===== config.mk =====
export PLATFORM = sky130hd
export DESIGN_NAME = lzw_ctrl
export DESIGN_NICKNAME = d
export VERILOG_FILES = /design/src/rtl/core/lzw_compressor_assert.svh /design/src/rtl/core/lzw_pkg.sv /design/src/rtl/core/lzw_ctrl.sv
export SDC_FILE = /design/constraint.sdc
export NUM_CORES = 1
export LEC_CHECK = 0
export BUFFER_PORTS_ARGS = -buffer_cell sky130_fd_sc_hd__buf_2
export CORE_AREA = 10 10 47 49
export CTS_BUF_LIST = sky130_fd_sc_hd__clkbuf_4
export CTS_CLUSTER_DIAMETER = 30
export DETAILED_ROUTE_END_ITERATION = 6
export DIE_AREA = 0 0 57 59
export PLACE_DENSITY = 0.53
export SYNTH_ARGS = -nofsm -noshare
export SYNTH_HDL_FRONTEND = slang
export SYNTH_SLANG_ARGS = --single-unit

===== constraint.sdc =====
create_clock -name clk_i -period 2.1 [get_ports clk_i]
set_input_delay 0 -clock clk_i [delete_from_list [all_inputs] [get_ports clk_i]]
set_output_delay 0 -clock clk_i [all_outputs]
set_load 0.005 [all_outputs]

===== src/rtl/core/lzw_compressor_assert.svh =====
// assertion macros used by the lzw compressor datapath
`ifndef LZW_COMPRESSOR_ASSERT_SVH
`define LZW_COMPRESSOR_ASSERT_SVH

// condition holds at every clock edge out of reset
`define LZW_ASSERT(label, cond, msg) \
  label: assert property (@(posedge clk_i) disable iff (!rst_ni) (cond)) else $error(msg);

// antecedent implies consequent in the next cycle
`define LZW_ASSERT_NEXT(label, ante, cons, msg) \
  label: assert property (@(posedge clk_i) disable iff (!rst_ni) (ante) |=> (cons)) \
    else $error(msg);

`endif


===== src/rtl/core/lzw_pkg.sv =====
// shared types and constants of the lzw compressor
package lzw_pkg;

  localparam int DictEntriesDef  = 4096;
  localparam int AlphabetSizeDef = 26;
  localparam int LetterW         = 5;
  localparam int CodeOutW        = 12;

  typedef enum logic [2:0] {
    StIdle,
    StDecide,
    StScan,
    StCompare,
    StMiss,
    StEmitLast
  } lzw_state_e;

  typedef struct packed {
    logic latch_in;
    logic set_prefix_letter;
    logic set_prefix_hit;
    logic set_valid;
    logic clear_valid;
    logic scan_start;
    logic scan_next;
    logic emit;
    logic emit_last;
    logic dict_write;
  } lzw_cmd_t;

  typedef struct packed {
    logic out_of_range;
    logic eom;
    logic prefix_valid;
    logic dict_empty;
    logic dict_full;
    logic hit;
    logic scan_last;
    logic out_free;
  } lzw_status_t;

endpackage


===== src/rtl/core/lzw_ctrl.sv =====
// control state machine of the lzw compressor
module lzw_ctrl import lzw_pkg::*; (
  input  logic        clk_i,
  input  logic        rst_ni,
  input  logic        in_valid_i,
  output logic        in_stall_o,
  input  lzw_status_t status_i,
  output lzw_cmd_t    cmd_o
);

  lzw_state_e state_q, state_d;

  always_ff @(posedge clk_i or negedge rst_ni) begin
    if (!rst_ni) begin
      state_q <= StIdle;
    end else begin
      state_q <= state_d;
    end
  end

  always_comb begin
    state_d    = state_q;
    cmd_o      = '0;
    in_stall_o = 1'b1;
    case (state_q)
      StIdle: begin
        in_stall_o = 1'b0;
        if (in_valid_i) begin
          cmd_o.latch_in = 1'b1;
          state_d        = StDecide;
        end
      end
      StDecide: begin
        if (status_i.out_of_range) begin
          state_d = (status_i.eom && status_i.prefix_valid) ? StEmitLast : StIdle;
        end else if (!status_i.prefix_valid) begin
          cmd_o.set_prefix_letter = 1'b1;
          cmd_o.set_valid         = 1'b1;
          state_d = status_i.eom ? StEmitLast : StIdle;
        end else if (status_i.dict_empty) begin
          state_d = StMiss;
        end else begin
          cmd_o.scan_start = 1'b1;
          state_d          = StScan;
        end
      end
      StScan: begin
        state_d = StCompare;
      end
      StCompare: begin
        if (status_i.hit) begin
          cmd_o.set_prefix_hit = 1'b1;
          state_d = status_i.eom ? StEmitLast : StIdle;
        end else if (status_i.scan_last) begin
          state_d = StMiss;
        end else begin
          cmd_o.scan_next = 1'b1;
          state_d         = StScan;
        end
      end
      StMiss: begin
        if (status_i.out_free) begin
          cmd_o.emit              = 1'b1;
          cmd_o.dict_write        = !status_i.dict_full;
          cmd_o.set_prefix_letter = 1'b1;
          state_d = status_i.eom ? StEmitLast : StIdle;
        end
      end
      StEmitLast: begin
        if (status_i.out_free) begin
          cmd_o.emit        = 1'b1;
          cmd_o.emit_last   = 1'b1;
          cmd_o.clear_valid = 1'b1;
          state_d           = StIdle;
        end
      end
      default: state_d = StIdle;
    endcase
  end

endmodule


==> impl_results.md <==
* Status: finished, final reports clean
* Post-Syn Area at 319.1 µm²
* Pleak at 0.2653 nW
* DRC viols at 0
* Fin. Hold Viols at 0
* Final design utilization at 0.3366
* Final setup violation count at 0
* Setup TNS at 0 ns
* Max IR drop VDD at 0.5950 mV
* Number of core rows at 14
* Min-Delay Startpoint: status_i[4]
* Critical Path Source: state_q[0]
* Post-route clock period utilization at 0.7398
* Clk Latency, worst-skew pair at 0.23 ns
* Total of warnings raised by yosys at 0
* DR pass1 iterations at 3
* Congestion Overflow GR at 0
* Largest Register: state_q
* Critical path startpoint category: flop
* Clock transition at the registers of the reported paths at 0.04 ns
* Fmax at 0.6437 GHz
* Hold Crit Class: input port to flop
* Cells after synthesis at 43
* CP Capture Point: cmd_o[8]
* WP data arrival at 1.55 ns
* Die width at 57 µm
* Slew Limit Fails at 0
* CTS Buf Count at 3
* CTS tree: yes
* RSZ-0062 raised after global routing: no
* First-pass GRT wire length at 1587 µm
* Max FO, Critical Path at 14
* WS Path Type: flop to output pin
* Die area at 0.003363 mm²
* Asr flop ratio synth at 1.000
* I/O pins at 22
* Kind of end point of the critical path: output pin
* Filler Cell Count at 173
* Max reg flops at 3
* Wire per inst at 12.22 µm
* Drt via density at 4.663
* Cell variety after synth at 25
* Synth top area cells: dfrtp_1 (24%), a2bb2oi_1 (5.5%), and2b_2 (5.5%)
* Flop pwr share at 0.285
* R2R Setup Slk at 0.84 ns
* Final nets at 79
* Post-DP HPWL at 849.8 µm
* Comb pwr share at 0.481
* RR Endpoint: state_q[0]
* Top cells by count, synth: nand2_1 (4), nor2_1 (4)
* PortBufs at 21
* Initial DRC count at 1
* Worst-Margin Slew at 0.3700 ns
* Delay of the slowest critical-path stage at 0.55 ns
* CP max stage cell: dfrtp_1
* Number of global-route vias before repair at 396
* Worst EP required at 2.10 ns
* Switch share at 0.4078
* Initial core utilization at 0.2277
* # diodes at 0
* Largest net degree at the start of global routing at 15
* Total Routed Length at 1014 µm
* Final antenna-violating net count at 0
* Clock Sinks at 3
* Clock root cell: clkbuf_4
* Cells on worst reg2reg path at 4
* Postcts setup bufs at 0
* Max-capacitance violation count at 0
* Crit path cell chain: nor4b_2, and2b_2, o21bai_1, buf_2
* Rel. slew slack at 0.7534
* Power Density at 1026 mW/mm²
* Sequential-to-total area share from yosys stat at 0.2353
* H-tree depth at 1
* Clock network power share at 0.233
* Cts repair resizes at 0
* Die height at 59 µm
* Largest regs: state_q: 3 flops
* Syn_nets at 54
* Core region area at 0.001401 mm²
* Tmin final at 1.554 ns
* Initial antenna violation count at 0
* Clk_skew at 0.001171 ns
* Syn-to-layout area delta at 47.84%
* Post-synth top flop: dfrtp_1
* Share of cells above drive strength 1 at 0.4478
* Cell-internal power at 286.7 µW
* GP Congestion at 0.7436
* Synth area leader: dfrtp_1
* Via Count at 387
* Top-area cell type share of the netlist area at 0.2353
* Cts-stage hold buffer count at 1
* NetSw at 197.5 µW
* #FFs+latches synth at 3
* Syn avg cell area at 7.420 µm²
* Clk buf depth at 2
* Gr usage total at 0.05788
* Post-synth EDFFs at 0
* RR Startpoint: state_q[0]
-- power by group through the flow --
stage	clock network, mW	registers, mW	logic, mW
after global routing	0.126	0.146	0.263
after CTS	0.122	0.137	0.238
after floorplan	0	0.106	0.184
after detailed placement	0	0.138	0.236
after global placement	0	0.137	0.235
final	0.113	0.138	0.233
-- critical path: cells and delay by family, from the launching register on --
| family | cells | cell delay, ns |
|---|---|---|
| AOI/OAI and AO/OA | 1 | 0.09 |
| buffers and inverters | 1 | 0.13 |
| DFF | 1 | 0.55 |
| and+or+nand+nor | 2 | 0.55 |
-- area by class of cell --
type	instances	area, µm²	area share
flip-flops and latches	3	75.07	0.1592
repair buffers	22	115.1	0.2440
clock buffers	4	30.03	0.06366
well taps	16	20.02	0.04244
inverters	3	11.26	0.02387
multi-input cells	35	220.2	0.4668
-- cells by family (layout without fill, tap and decap cells) --
group | Yosys count | after routing | synth area share
compound gates | 10 | 10 | 0.2118
xor+xnor | 1 | 1 | 0.02746
buf+inv | 5 | 29 | 0.07450
flops | 3 | 3 | 0.2353
mux | 1 | 1 | 0.03137
simple gates | 23 | 23 | 0.4196
-- worst min-delay path by stage --
stage                             to  depth (start not counted)  slack [ns]
final                     state_q[2]                          3        0.07
after detailed placement  state_q[1]                          1       -0.20
after floorplan           state_q[0]                          0       -0.30
after CTS                 state_q[1]                          2        0.07
after global routing      state_q[2]                          3        0.09
after global placement    state_q[1]                          1       -0.20
-- cell usage in the layout (no fill, tap or decap), drive strengths merged --
cell         count
xnor2            1
nor2             5
nand3            3
inv              3
dfrtp            3
nand2b           1
a21oi            3
nand2            4
or3              1
o22ai            1
and2b            2
nor3             2
nand3b           1
buf             21
clkbuf           4
o21ai            1
nand4            1
a311oi           1
and3             2
a2bb2oi          2
o21bai           1
nor4b            1
mux2i            1
dlygate4sd3      1
a21o             1
-- stage by stage --
stage	total power [mW]	instance area [µm²]	cells	hold slack, ns	setup slack (ns)
5_1_grt	0.5350	471.7	83	0.08594	0.3950
2_1_floorplan	0.2896	319.1	43	-0.2956	1.002
3_5_place_dp	0.3744	431.7	78	-0.2024	0.7918
6_report	0.4842	471.7	83	0.06981	0.5465
4_1_cts	0.4981	471.7	83	0.06594	0.5337
3_3_place_gp	0.3718	431.7	78	-0.2027	0.8343
-- layer usage --
layer | track usage | part of all wire | vias up
li1 | - | - | 202
met1 | 0.04982 | 0.40 | 175
met2 | 0.1132 | 0.54 | 10
met3 | 0.02146 | 0.055 | 0
met4 | 0.03020 | 0 | 0
met5 | 0 | 0 | -
Note: power is estimated with default switching activity, not from simulation.
